===== src/sv/ptc_pkg.sv =====
// ----------------------------------------------------------------------------
// ptc_pkg
// Shared types and constants for the page table translator with clock
// replacement: table and resident list geometry, status codes, entry layouts.
// ----------------------------------------------------------------------------
package ptc_pkg;

	localparam int MAX_INDEX_BITS  = 8;
	localparam int MAX_FRAME_BITS  = 6;
	localparam int MAX_OFFSET_BITS = 12;

	localparam int TABLE_DEPTH = 1 << MAX_INDEX_BITS;
	localparam int RES_DEPTH   = 1 << MAX_FRAME_BITS;

	localparam int ADDR_W = 20;
	localparam int PA_W   = MAX_FRAME_BITS + MAX_OFFSET_BITS;

	// input word commands
	localparam logic CMD_LOAD      = 1'b0;
	localparam logic CMD_TRANSLATE = 1'b1;

	// configuration register indexes
	typedef enum logic [1:0] {
		CFG_OFFSET_BITS = 2'd0,
		CFG_INDEX_BITS  = 2'd1,
		CFG_FRAME_BITS  = 2'd2
	} cfg_reg_t;

	// result status codes
	typedef enum logic [2:0] {
		ST_LOADED   = 3'd0,
		ST_HIT      = 3'd1,
		ST_REPLACED = 3'd2,
		ST_SEGFAULT = 3'd3,
		ST_NO_FRAME = 3'd4,
		ST_FULL     = 3'd5
	} status_t;

	// control sequence
	typedef enum logic [2:0] {
		S_IDLE,
		S_LOOK,
		S_SWEEP_RD,
		S_SWEEP_CHK,
		S_FIX,
		S_RESP
	} state_t;

	// page table entry; resident/slot point at the resident list slot holding the page
	typedef struct packed {
		logic                      valid;
		logic                      perm;
		logic [MAX_FRAME_BITS-1:0] frame;
		logic                      resident;
		logic [MAX_FRAME_BITS-1:0] slot;
	} page_entry_t;

	// resident list slot
	typedef struct packed {
		logic [MAX_INDEX_BITS-1:0] page;
		logic [MAX_FRAME_BITS-1:0] frame;
		logic                      used;
	} slot_t;

endpackage


===== src/sv/page_table_translate_clock_replace_top.sv =====
// ----------------------------------------------------------------------------
// page_table_translate_clock_replace_top
// Single-level page table with a clock (second chance) replacement sweep over
// the list of resident frames.
// ----------------------------------------------------------------------------
// One word is worked on at a time. A load goes from acceptance to the result
// register; a translate reads its page table entry and then ends as a hit, a
// segfault or no resident frame, and a page fault first runs the clock hand over
// the resident slots (it visits at most the resident count plus one) and then
// writes the new page's entry. Each visit is a read of the resident list memory
// followed by a check that writes the slot back; the page table and resident
// list memories have registered reads.
// A finished result sits in an output register, so the next word is taken
// while it waits. The page table and resident list come up unwritten; no
// clearing pass runs after reset.
// ----------------------------------------------------------------------------
module page_table_translate_clock_replace_top (
	input  logic        clk,
	input  logic        arst_n,
	// configuration write port
	input  logic        cfg_write,
	input  logic [1:0]  cfg_index,
	input  logic [3:0]  cfg_data,
	// input channel
	input  logic        in_valid,
	output logic        in_stall,
	input  logic        command,
	input  logic [19:0] address,
	input  logic        entry_valid,
	input  logic        entry_perm,
	input  logic [5:0]  entry_frame,
	input  logic        entry_use,
	// output channel
	output logic        out_valid,
	input  logic        out_stall,
	output logic [2:0]  status,
	output logic [17:0] phys_address,
	output logic        truncated,
	output logic [7:0]  evicted_page
);

	localparam int IW = ptc_pkg::MAX_INDEX_BITS;
	localparam int FW = ptc_pkg::MAX_FRAME_BITS;
	localparam int OW = ptc_pkg::MAX_OFFSET_BITS;

	// configuration registers, raw values
	logic [3:0] off_raw_q;
	logic [3:0] idx_raw_q;
	logic [2:0] frm_raw_q;

	// clamped configuration
	logic [3:0] off_c;
	logic [3:0] idx_c;
	logic [2:0] frm_c;
	logic [4:0] tot_c;
	logic [FW-1:0] fmask_c;

	// address split
	logic [19:0] amask_c;
	logic [19:0] addr_c;
	logic [19:0] page_shift_c;
	logic        tr_c;
	logic [OW-1:0] offv_c;
	logic [IW-1:0] page_c;

	// load path
	logic          full_c;
	logic          append_c;
	logic [FW-1:0] frame_in_c;

	// control state
	ptc_pkg::state_t state_q, state_d;
	logic [IW:0]   lc_q;
	logic [FW:0]   rc_q;
	logic [FW-1:0] hand_q;
	logic          out_valid_q;
	logic          in_take;
	logic          out_free;

	// item registers
	logic [IW-1:0]         page_q;
	logic [OW-1:0]         offv_q;
	logic                  tr_q;
	ptc_pkg::page_entry_t  fix_entry_q;

	// result registers
	ptc_pkg::status_t res_status_q;
	logic [17:0]      res_pa_q;
	logic [IW-1:0]    res_ev_q;

	// output registers
	ptc_pkg::status_t out_status_q;
	logic [17:0]      out_pa_q;
	logic             out_tr_q;
	logic [IW-1:0]    out_ev_q;

	// memories
	ptc_pkg::page_entry_t page_mem [ptc_pkg::TABLE_DEPTH];
	ptc_pkg::slot_t       slot_mem [ptc_pkg::RES_DEPTH];
	ptc_pkg::page_entry_t pg_rdata_q;
	ptc_pkg::slot_t       sl_rdata_q;

	// memory access controls
	logic                 pg_we, pg_re;
	logic [IW-1:0]        pg_waddr, pg_raddr;
	ptc_pkg::page_entry_t pg_wdata;
	logic                 sl_we, sl_re;
	logic [FW-1:0]        sl_waddr, sl_raddr;
	ptc_pkg::slot_t       sl_wdata;

	// datapath controls
	logic             res_we;
	ptc_pkg::status_t res_status_d;
	logic [17:0]      res_pa_d;
	logic [IW-1:0]    res_ev_d;
	logic             lc_inc, rc_inc;
	logic             hand_we;
	logic [FW-1:0]    hand_d;
	logic             fix_we;
	ptc_pkg::page_entry_t fix_entry_d;

	// hand arithmetic
	logic [FW:0]   hand_inc;
	logic [FW-1:0] hand_adv;
	logic [FW-1:0] hand_fix;

	// physical address of a table hit and of a replaced slot
	logic [17:0] pa_hit_c;
	logic [17:0] pa_evict_c;

	// clamp configuration into range
	always_comb begin
		off_c = (off_raw_q > 4'(OW)) ? 4'(OW) : off_raw_q;
		if (idx_raw_q == 4'd0)
			idx_c = 4'd1;
		else if (idx_raw_q > 4'(IW))
			idx_c = 4'(IW);
		else
			idx_c = idx_raw_q;
		if (frm_raw_q == 3'd0)
			frm_c = 3'd1;
		else if (frm_raw_q > 3'(FW))
			frm_c = 3'(FW);
		else
			frm_c = frm_raw_q;
	end

	assign tot_c   = {1'b0, idx_c} + {1'b0, off_c};
	assign fmask_c = ~({FW{1'b1}} << frm_c);

	// split the virtual address into page and offset
	assign amask_c      = ~(20'hFFFFF << tot_c);
	assign tr_c         = |(address & ~amask_c);
	assign addr_c       = address & amask_c;
	assign offv_c       = addr_c[OW-1:0] & ~({OW{1'b1}} << off_c);
	assign page_shift_c = addr_c >> off_c;
	assign page_c       = page_shift_c[IW-1:0];

	// load path decisions
	assign full_c     = lc_q >= ((IW+1)'(1) << idx_c);
	assign append_c   = entry_valid & entry_perm & (rc_q < (FW+1)'(ptc_pkg::RES_DEPTH));
	assign frame_in_c = entry_frame & fmask_c;

	// clock hand wrap
	assign hand_inc = {1'b0, hand_q} + (FW+1)'(1);
	assign hand_adv = (hand_inc >= rc_q) ? '0 : hand_inc[FW-1:0];
	assign hand_fix = ({1'b0, hand_q} >= rc_q) ? '0 : hand_q;

	assign pa_hit_c   = ({12'd0, pg_rdata_q.frame & fmask_c} << off_c) | {6'd0, offv_q};
	assign pa_evict_c = ({12'd0, sl_rdata_q.frame & fmask_c} << off_c) | {6'd0, offv_q};

	// handshake
	assign in_stall = (state_q != ptc_pkg::S_IDLE);
	assign in_take  = in_valid & ~in_stall;
	assign out_free = ~out_valid_q | ~out_stall;

	// next state
	always_comb begin
		state_d = state_q;
		unique case (state_q)
			ptc_pkg::S_IDLE: begin
				if (in_take)
					state_d = (command == ptc_pkg::CMD_TRANSLATE) ?
						ptc_pkg::S_LOOK : ptc_pkg::S_RESP;
			end
			ptc_pkg::S_LOOK: begin
				if (pg_rdata_q.perm && !pg_rdata_q.valid && rc_q != '0)
					state_d = ptc_pkg::S_SWEEP_RD;
				else
					state_d = ptc_pkg::S_RESP;
			end
			ptc_pkg::S_SWEEP_RD: begin
				state_d = ptc_pkg::S_SWEEP_CHK;
			end
			ptc_pkg::S_SWEEP_CHK: begin
				state_d = sl_rdata_q.used ? ptc_pkg::S_SWEEP_RD : ptc_pkg::S_FIX;
			end
			ptc_pkg::S_FIX: begin
				state_d = ptc_pkg::S_RESP;
			end
			ptc_pkg::S_RESP: begin
				if (out_free)
					state_d = ptc_pkg::S_IDLE;
			end
			default: state_d = ptc_pkg::S_IDLE;
		endcase
	end

	// memory accesses and result updates per state
	always_comb begin
		pg_we        = 1'b0;
		pg_waddr     = page_q;
		pg_wdata     = fix_entry_q;
		pg_re        = 1'b0;
		pg_raddr     = page_c;
		sl_we        = 1'b0;
		sl_waddr     = hand_q;
		sl_wdata     = sl_rdata_q;
		sl_re        = 1'b0;
		sl_raddr     = hand_q;
		res_we       = 1'b0;
		res_status_d = ptc_pkg::ST_LOADED;
		res_pa_d     = '0;
		res_ev_d     = '0;
		lc_inc       = 1'b0;
		rc_inc       = 1'b0;
		hand_we      = 1'b0;
		hand_d       = hand_adv;
		fix_we       = 1'b0;
		fix_entry_d  = fix_entry_q;
		unique case (state_q)
			ptc_pkg::S_IDLE: begin
				if (in_take && command == ptc_pkg::CMD_LOAD) begin
					res_we = 1'b1;
					if (full_c) begin
						res_status_d = ptc_pkg::ST_FULL;
					end else begin
						res_status_d = ptc_pkg::ST_LOADED;
						pg_we    = 1'b1;
						pg_waddr = lc_q[IW-1:0];
						pg_wdata = '{valid: entry_valid, perm: entry_perm,
							frame: frame_in_c, resident: append_c, slot: rc_q[FW-1:0]};
						lc_inc   = 1'b1;
						if (append_c) begin
							sl_we    = 1'b1;
							sl_waddr = rc_q[FW-1:0];
							sl_wdata = '{page: lc_q[IW-1:0], frame: frame_in_c,
								used: entry_use};
							rc_inc   = 1'b1;
						end
					end
				end else if (in_take) begin
					pg_re    = 1'b1;
					pg_raddr = page_c;
				end
			end
			ptc_pkg::S_LOOK: begin
				if (!pg_rdata_q.perm) begin
					res_we       = 1'b1;
					res_status_d = ptc_pkg::ST_SEGFAULT;
				end else if (pg_rdata_q.valid) begin
					res_we       = 1'b1;
					res_status_d = ptc_pkg::ST_HIT;
					res_pa_d     = pa_hit_c;
					// mark the slot that holds this page as recently used
					if (pg_rdata_q.resident) begin
						sl_we    = 1'b1;
						sl_waddr = pg_rdata_q.slot;
						sl_wdata = '{page: page_q, frame: pg_rdata_q.frame, used: 1'b1};
					end
				end else if (rc_q == '0) begin
					res_we       = 1'b1;
					res_status_d = ptc_pkg::ST_NO_FRAME;
				end else begin
					hand_we = 1'b1;
					hand_d  = hand_fix;
				end
			end
			ptc_pkg::S_SWEEP_RD: begin
				sl_re    = 1'b1;
				sl_raddr = hand_q;
			end
			ptc_pkg::S_SWEEP_CHK: begin
				hand_we  = 1'b1;
				hand_d   = hand_adv;
				sl_we    = 1'b1;
				sl_waddr = hand_q;
				if (sl_rdata_q.used) begin
					// second chance: clear the use bit and move on
					sl_wdata = '{page: sl_rdata_q.page, frame: sl_rdata_q.frame, used: 1'b0};
				end else begin
					// evict: the slot takes the new page, the old page goes invalid
					sl_wdata     = '{page: page_q, frame: sl_rdata_q.frame, used: 1'b1};
					pg_we        = 1'b1;
					pg_waddr     = sl_rdata_q.page;
					pg_wdata     = '{valid: 1'b0, perm: 1'b1, frame: sl_rdata_q.frame,
						resident: 1'b0, slot: '0};
					res_we       = 1'b1;
					res_status_d = ptc_pkg::ST_REPLACED;
					res_pa_d     = pa_evict_c;
					res_ev_d     = sl_rdata_q.page;
					fix_we       = 1'b1;
					fix_entry_d  = '{valid: 1'b1, perm: 1'b1, frame: sl_rdata_q.frame,
						resident: 1'b1, slot: hand_q};
				end
			end
			ptc_pkg::S_FIX: begin
				// second table write of a replacement: the new page's entry
				pg_we    = 1'b1;
				pg_waddr = page_q;
				pg_wdata = fix_entry_q;
			end
			ptc_pkg::S_RESP: begin
			end
			default: begin
			end
		endcase
	end

	// page table memory
	always_ff @(posedge clk) begin
		if (pg_we)
			page_mem[pg_waddr] <= pg_wdata;
		if (pg_re)
			pg_rdata_q <= page_mem[pg_raddr];
	end

	// resident list memory
	always_ff @(posedge clk) begin
		if (sl_we)
			slot_mem[sl_waddr] <= sl_wdata;
		if (sl_re)
			sl_rdata_q <= slot_mem[sl_raddr];
	end

	// control registers
	always_ff @(posedge clk or negedge arst_n) begin
		if (!arst_n) begin
			state_q     <= ptc_pkg::S_IDLE;
			lc_q        <= '0;
			rc_q        <= '0;
			hand_q      <= '0;
			out_valid_q <= 1'b0;
			off_raw_q   <= 4'd8;
			idx_raw_q   <= 4'd8;
			frm_raw_q   <= 3'd6;
		end else begin
			state_q <= state_d;
			if (lc_inc)
				lc_q <= lc_q + (IW+1)'(1);
			if (rc_inc)
				rc_q <= rc_q + (FW+1)'(1);
			if (hand_we)
				hand_q <= hand_d;
			if (state_q == ptc_pkg::S_RESP && out_free)
				out_valid_q <= 1'b1;
			else if (out_valid_q && !out_stall)
				out_valid_q <= 1'b0;
			if (cfg_write) begin
				unique case (ptc_pkg::cfg_reg_t'(cfg_index))
					ptc_pkg::CFG_OFFSET_BITS: off_raw_q <= cfg_data;
					ptc_pkg::CFG_INDEX_BITS:  idx_raw_q <= cfg_data;
					ptc_pkg::CFG_FRAME_BITS:  frm_raw_q <= cfg_data[2:0];
					default: begin
					end
				endcase
			end
		end
	end

	// item and result registers
	always_ff @(posedge clk) begin
		if (in_take) begin
			page_q <= page_c;
			offv_q <= offv_c;
			tr_q   <= (command == ptc_pkg::CMD_TRANSLATE) & tr_c;
		end
		if (res_we) begin
			res_status_q <= res_status_d;
			res_pa_q     <= res_pa_d;
			res_ev_q     <= res_ev_d;
		end
		if (fix_we)
			fix_entry_q <= fix_entry_d;
		if (state_q == ptc_pkg::S_RESP && out_free) begin
			out_status_q <= res_status_q;
			out_pa_q     <= res_pa_q;
			out_tr_q     <= tr_q;
			out_ev_q     <= res_ev_q;
		end
	end

	assign out_valid    = out_valid_q;
	assign status       = out_status_q;
	assign phys_address = out_pa_q;
	assign truncated    = out_tr_q;
	assign evicted_page = out_ev_q;

endmodule


===== config.mk =====
export PLATFORM = sky130hd
export DESIGN_NAME = page_table_translate_clock_replace_top
export DESIGN_NICKNAME = d
export VERILOG_FILES = /design/src/sv/ptc_pkg.sv /design/src/sv/page_table_translate_clock_replace_top.sv
export SDC_FILE = /design/constraint.sdc
export NUM_CORES = 2
export LEC_CHECK = 0
export BUFFER_PORTS_ARGS = -buffer_cell sky130_fd_sc_hd__buf_2
export CORE_MARGIN = 5
export CORE_UTILIZATION = 45
export DETAILED_ROUTE_END_ITERATION = 7
export HOLD_SLACK_MARGIN = 0.06
export MAX_ROUTING_LAYER = met4
export PLACE_DENSITY_LB_ADDON = 0.1
export REMOVE_ABC_BUFFERS = 1
export SETUP_SLACK_MARGIN = 0.4
export SLEW_MARGIN = 20
export SYNTH_ARGS = -nofsm -noshare
export SYNTH_HDL_FRONTEND = slang
export SYNTH_MEMORY_MAX_BITS = 65536
export SYNTH_SLANG_ARGS = --single-unit
export TNS_END_PERCENT = 30

===== constraint.sdc =====
create_clock -name clk -period 15.8 [get_ports clk]
set_input_delay 0.79 -clock clk [delete_from_list [all_inputs] [get_ports clk]]
set_output_delay 0.79 -clock clk [all_outputs]
set_load 0.02 [all_outputs]

## Word level (Yosys, flattened, before mapping)

Memory sizes are Yosys's and may differ from the RTL's. A register that Yosys moved wholly into a read port is not among the register bits.
Cells that the tools add are included.

| storage, ports and cells | value |
|---|---|
| register bits after elaboration | 129 |
| RAM bits | 4,800 |
| bits of input ports | 41 |
| output and inout port bits | 32 |
| memories | 2 |

| cells by class | value |
|---|---|
| add/subtract/negate cells | 4 |
| order comparisons | 7 |
| equality and inequality tests | 10 |
| shift operators | 7 |
| mux-type cells | 84 |
| bitwise operators | 23 |
| reduce and logical (&&, ||, !) cells | 23 |

Memories:

| name | words | width | read ports | clocked after memory_dff | write ports | line | source |
|---|---|---|---|---|---|---|---|
| page_mem | 256 | 15 | 1 | 1 | 1 | page_table_translate_clock_replace_top.sv:98 | `ptc_pkg::page_entry_t page_mem [ptc_pkg::TABLE_DEPTH];` |
| slot_mem | 64 | 15 | 1 | 1 | 1 | page_table_translate_clock_replace_top.sv:99 | `ptc_pkg::slot_t slot_mem [ptc_pkg::RES_DEPTH];` |

Operators with widths:

| operator | count |
|---|---|
| $mux W15 | 10 |
| $mux W6 | 12 |
| $mux W18 | 3 |
| $pmux W15 S3 | 1 |
| $and A20 B20 Y20 | 2 |
| $not A20 Y20 | 2 |
| $mux W3 | 12 |
| $or A18 B12 Y18 | 2 |
| $pmux W18 S2 | 1 |
| $shl A6 B4 Y18 | 2 |
| $pmux W15 S2 | 1 |
| $mux W1 | 29 |
| $mux W8 | 3 |
| $reduce_or A20 Y1 | 1 |
| $shl A20 B5 Y20 const A | 1 |
| $shr A20 B4 Y8 | 1 |
| $and A6 B6 Y6 | 3 |
| $pmux W3 S6 | 1 |
| $pmux W8 S2 | 1 |
| $and A12 B12 Y12 | 1 |
| $mux W4 | 3 |
| $not A12 Y12 | 1 |
| $pmux W6 S2 | 1 |
| $shl A12 B4 Y12 const A | 1 |
| 39 further kinds | 63 |

## Depth between registers and ports, before layout

| depth | value |
|---|---|
| word-level depth | 11 |
| depth in mapped cells | 29 |

## Least setup slack after synthesis

OpenSTA, ideal clock, no wires.

| path | value |
|---|---|
| kind | flip-flop to flip-flop |
| start | register idx_raw_q[2] |
| end | memory page_mem[0][0] (netlist bit) (data pin) |
| library setup time | 2.188 ns |
| arrival time | 12.796 ns |
| data required time | 13.612 ns |
| setup slack | 0.816 ns |
| cell stages (with the launch flop) | 15 |
| path buffers | 3 |
| period minus slack after synthesis | 14.984 ns |
| cells stage by stage | dfrtp_1 > clkbuf_1 > or3_1 > ha_1 > a21o_1 > a21o_1 > a21o_1 > a21o_1 > a21o_1 > a21o_1 > a21oi_1 > o211ai_1 > clkbuf_1 > clkbuf_1 > o21ai_0 |

RTL lines:

| item | line | source |
|---|---|---|
| start: declaration | page_table_translate_clock_replace_top.sv:48 | `logic [3:0] idx_raw_q;` |
| start signal: assignment | page_table_translate_clock_replace_top.sv:362 | `ptc_pkg::CFG_INDEX_BITS: idx_raw_q <= cfg_data;` |
| end: declaration | page_table_translate_clock_replace_top.sv:98 |  |

## Worst setup path after layout

| path | value |
|---|---|
| start | register off_raw_q[2] |
| end | register, netlist name pg_rdata_q[5] |

| between the ends | value |
|---|---|
| longest elaborated chain between the ends | 7 |

Ends and longest elaborated chain:

| item | line | source |
|---|---|---|
| start: declaration | page_table_translate_clock_replace_top.sv:47 | `logic [3:0] off_raw_q;` |
| start signal: assignment | page_table_translate_clock_replace_top.sv:361 | `ptc_pkg::CFG_OFFSET_BITS: off_raw_q <= cfg_data;` |
| $gt A4 B4 Y1 | page_table_translate_clock_replace_top.sv:133 | `off_c = (off_raw_q > 4'(OW)) ? 4'(OW) : off_raw_q;` |
| $mux W4 * | page_table_translate_clock_replace_top.sv:133 |  |
| $add A4 B4 Y5 | page_table_translate_clock_replace_top.sv:148 | `assign tot_c = {1'b0, idx_c} + {1'b0, off_c};` |
| $shl A20 B5 Y20 | page_table_translate_clock_replace_top.sv:152 | `assign amask_c = ~(20'hFFFFF << tot_c);` |
| $not A20 Y20 | page_table_translate_clock_replace_top.sv:152 |  |
| $and A20 B20 Y20 | page_table_translate_clock_replace_top.sv:154 | `assign addr_c = address & amask_c;` |
| $shr A20 B4 Y8 * | page_table_translate_clock_replace_top.sv:156 | `assign page_shift_c = addr_c >> off_c;` |

Every way passes the cells marked *; elsewhere a longest branch is shown, timed or not.
A chain may end at the register's enable or synchronous reset.

==> impl_results.md <==
* Status: complete, no violations
* Number of synthesized flops with an enable pin at 4922
* Via-per-instance ratio at 6.26
* Final Cycle Share at 67.6%
* RR Startpoint: off_raw_q[2]$_DFFE_PN0P_
* Worst vdd ir at 0.000176 V
* Rows at 245
* Mapped Area at 200000 µm²
* CP cell instances: buf_4 -> a21bo_2 -> inv_2 -> buf_4 -> ha_1 -> inv_1 -> fa_1 -> xnor2_2 -> nor2_1 -> o21ai_0 -> a31oi_1 -> a221oi_4 -> buf_4 -> a21oi_4 -> inv_16 -> buf_12 -> buf_4 -> nand2_1 -> a221oi_1 -> o21ai_0 -> a41oi_1 -> o31ai_1 -> a22oi_1
* Maximum fanout along the worst path at 146
* Share of cells above drive strength 1 at 14.6%
* Post-DRT Antenna Nets at 0
* CTS tree: done
* Die Area at 458000 µm²
* Post-synthesis sequential area ratio at 74.3%
* Largest net degree at the start of global routing at 190
* DP Wirelength at 427 mm
* Level count of the clock H-tree at 6
* CTS sink cnt at 4959
* Crit-path most repeated cell: buf_4
* PD cells at 198 nW/µm²
* Final setup TNS at 0 ns
* Clk_skew at 0.0501 ns
* RSZ-0062 raised after global routing: false
* Pleak at 75.8 nW
* Syn Area/Cell at 14.8 µm²
* Worst-margin pin slew at 1.35 ns
* Grt ovf at 0
* Endpoints failing setup at 0
* # IOs at 73
* Slowest CP cell: a221oi_1
* Yosys cell types at 102
* First-pass DRT Iterations at 8
* Max stage delay on crit path at 1.06 ns
* Final wirelength at 700 mm
* Primary FF master, synth: edfxtp_1
* Worst hold endpoint: state_q[0]$_DFFE_PN0P_
* Clk_lat worst skew at 1.06 ns
* Total GRT Usage at 30.6%
* Core Box Area at 444000 µm²
* R2R Setup Slk at 5.12 ns
* Pins Over Slew Limit at 0
* PortBufs at 72
* DRT iter0 DRCs at 17800
* Max Clock Freq at 93.7 MHz
* Maxcap violations at 0
* Synth Register Bits at 4959
* CTS Buf Count at 541
* Area Overhead vs Synth at 13.5%
* Asr flop ratio synth at 0.746%
* Initial Utilization at 45.1%
* CP endpoint kind: flop
* Synth top area share at 73.8%
* Clock slew at reported path FFs at 0.06 ns
* Die Y at 677 µm
* Final net count at 13900
* Fin util at 51.2%
* Tmin final at 10.68 ns
* Critical Path RT at 16.70 ns
* Avg WL per Cell at 34.6 µm
* Final Hold Vio Count at 0
* Startpoint types: flop
* Post-synth top area cell: edfxtp_1
* Reg2reg end: pg_rdata_q[5]$_DFFE_PP_
* Residual DRC at 0
* Initial antenna violation count at 55
* CP Class: flop to flop
* DR vias at 127000
* DIE WIDTH at 677 µm
* Max clock buf depth at 4
* Top post-synthesis cells by area: edfxtp_1 (74%), nand2_1 (5.6%), mux4_2 (4.2%)
* Ys Warns at 0
* Hold_sp: in_valid
* Relative slew slack at 10.2%
* Cell count of the worst hold path at 2
* Global-route wire length before repair at 968 mm
* Reg2reg path depth at 23
* Worst Path Arrival at 11.58 ns
* Number of global-route vias before repair at 119000
* Worst hold path type: input port to flop
* Root buffer selected by CTS: clkbuf_16
* Cells after synthesis at 13500
* Post-CTS setup buffer count at 0
* Placer Congestion at 0.926
cells in the final DEF, fill, tap and decap left out, drive strengths merged, types with 48 or more instances in the layout:
cell and count:
mux4 377, nand4 55, o22ai 61, buf 660
inv 120, a211oi 120, nor3 77, edfxtp 4922
o21ai 164, a31oi 179, clkbuf 671, a21oi 375
nand3 1144, mux2i 521, clkinv 208, nor2 497
and3 216, a22oi 48, a311oi 200, nand2 2967
a221oi 59
power breakdown:
part	switching (mW)	internal, mW
logic	12.1	3.85
registers	0.205	16.6
clock network	5.28	7.04
worst max path at each step:
stage,from,to,slack [ns],cells after the start
final,off_raw_q[2]$_DFFE_PN0P_,pg_rdata_q[5]$_DFFE_PP_,5.12,23
after global placement,off_raw_q[2]$_DFFE_PN0P_,pg_rdata_q[5]$_DFFE_PP_,5.00,23
after detailed placement,off_raw_q[2]$_DFFE_PN0P_,pg_rdata_q[5]$_DFFE_PP_,5.55,23
after global routing,off_raw_q[2]$_DFFE_PN0P_,pg_rdata_q[5]$_DFFE_PP_,4.86,23
after floorplan,off_raw_q[2]$_DFFE_PN0P_,pg_rdata_q[11]$_DFFE_PP_,-64.57,18
after CTS,off_raw_q[2]$_DFFE_PN0P_,pg_rdata_q[2]$_DFFE_PP_,5.49,25
kinds of logic after synthesis:
group	share of synthesized area, %
AND/OR/NAND/NOR	10.8
buffers and inverters	2.25
XOR/XNOR	0.0913
flip-flops	74.3
multiplexers	6.96
other	0.00187
AO/OA/AOI/OAI	5.36
adder cells (fa/ha/maj)	0.198
metal layers:
metal / global-route usage (%) / share of wire (%) / vias up
met4: 13.4 / 5.3 / 0
met5: - / 0 / -
met3: 6.12 / 9.9 / 1460
li1: - / - / 52300
met1: 41.5 / 40 / 65700
met2: 45.0 / 45 / 7095
critical path, delay by kind of cell (launching register included):
kind,cells,cell delay [ns]
flops,1,0.37
compound gates,10,4.17
fa+ha+maj,2,1.00
buf+inv,8,2.95
simple gates,2,0.49
xor+xnor,1,0.76
cell usage after synthesis, types with 158 or more instances:
master and n:
a21oi_1 374, a311oi_1 200, a31oi_1 179, and3_1 216, buf_2 392, clkbuf_1 279, edfxtp_1 4922, mux2i_1 521
mux4_2 377, nand2_1 2967, nand3_1 1144, nor2_1 497, o21ai_0 158
stage by stage:
| step | cells | instance area, µm² | hold slack, ns | total power, mW | worst slack (ns) |
|---|---|---|---|---|---|
| after floorplan | 12600 | 196000 | 0.400 | 27.7 | -64.57 |
| after global placement | 19200 | 210000 | 0.409 | 32.5 | 5.00 |
| after detailed placement | 19200 | 210000 | 0.410 | 32.8 | 5.55 |
| after CTS | 20200 | 227000 | 0.0684 | 45.0 | 5.49 |
| after global routing | 20200 | 227000 | 0.109 | 46.3 | 4.86 |
| final | 20200 | 227000 | 0.149 | 45.1 | 5.12 |
cell type report:
type | instances | area (µm²)
Timing Repair Buffer | 667 | 5300
Clock inverter | 280 | 2770
Clock buffer | 670 | 14300
Multi-Input combinational cell | 7592 | 48200
Inverter | 91 | 389
Antenna cell | 41 | 103
Tap cell | 5928 | 7420
Sequential cell | 4959 | 149000
Fill cell | 36800 | 217000
sequential cells by signal, indices dropped and copies added (netlist names):
register,flops
rc_q,7
slot_mem,960
lc_q,9
tr_q,1
frm_raw_q,3
status,3
evicted_page,8
res_status_q,3
res_pa_q,18
phys_address,18
page_q,8
off_raw_q,4
fix_entry_q,12
hand_q,6
sl_rdata_q,15
offv_q,12
state_q,3
out_valid,1
idx_raw_q,4
page_mem,3840
res_ev_q,8
truncated,1
pg_rdata_q,15
repair_timing:
action                                 4_1_cts  5_1_grt
endpoints found under the hold margin       45        0
hold buffers                                 6        0
gates resized for setup                      0        0
Power figures use the tool's default switching activity.
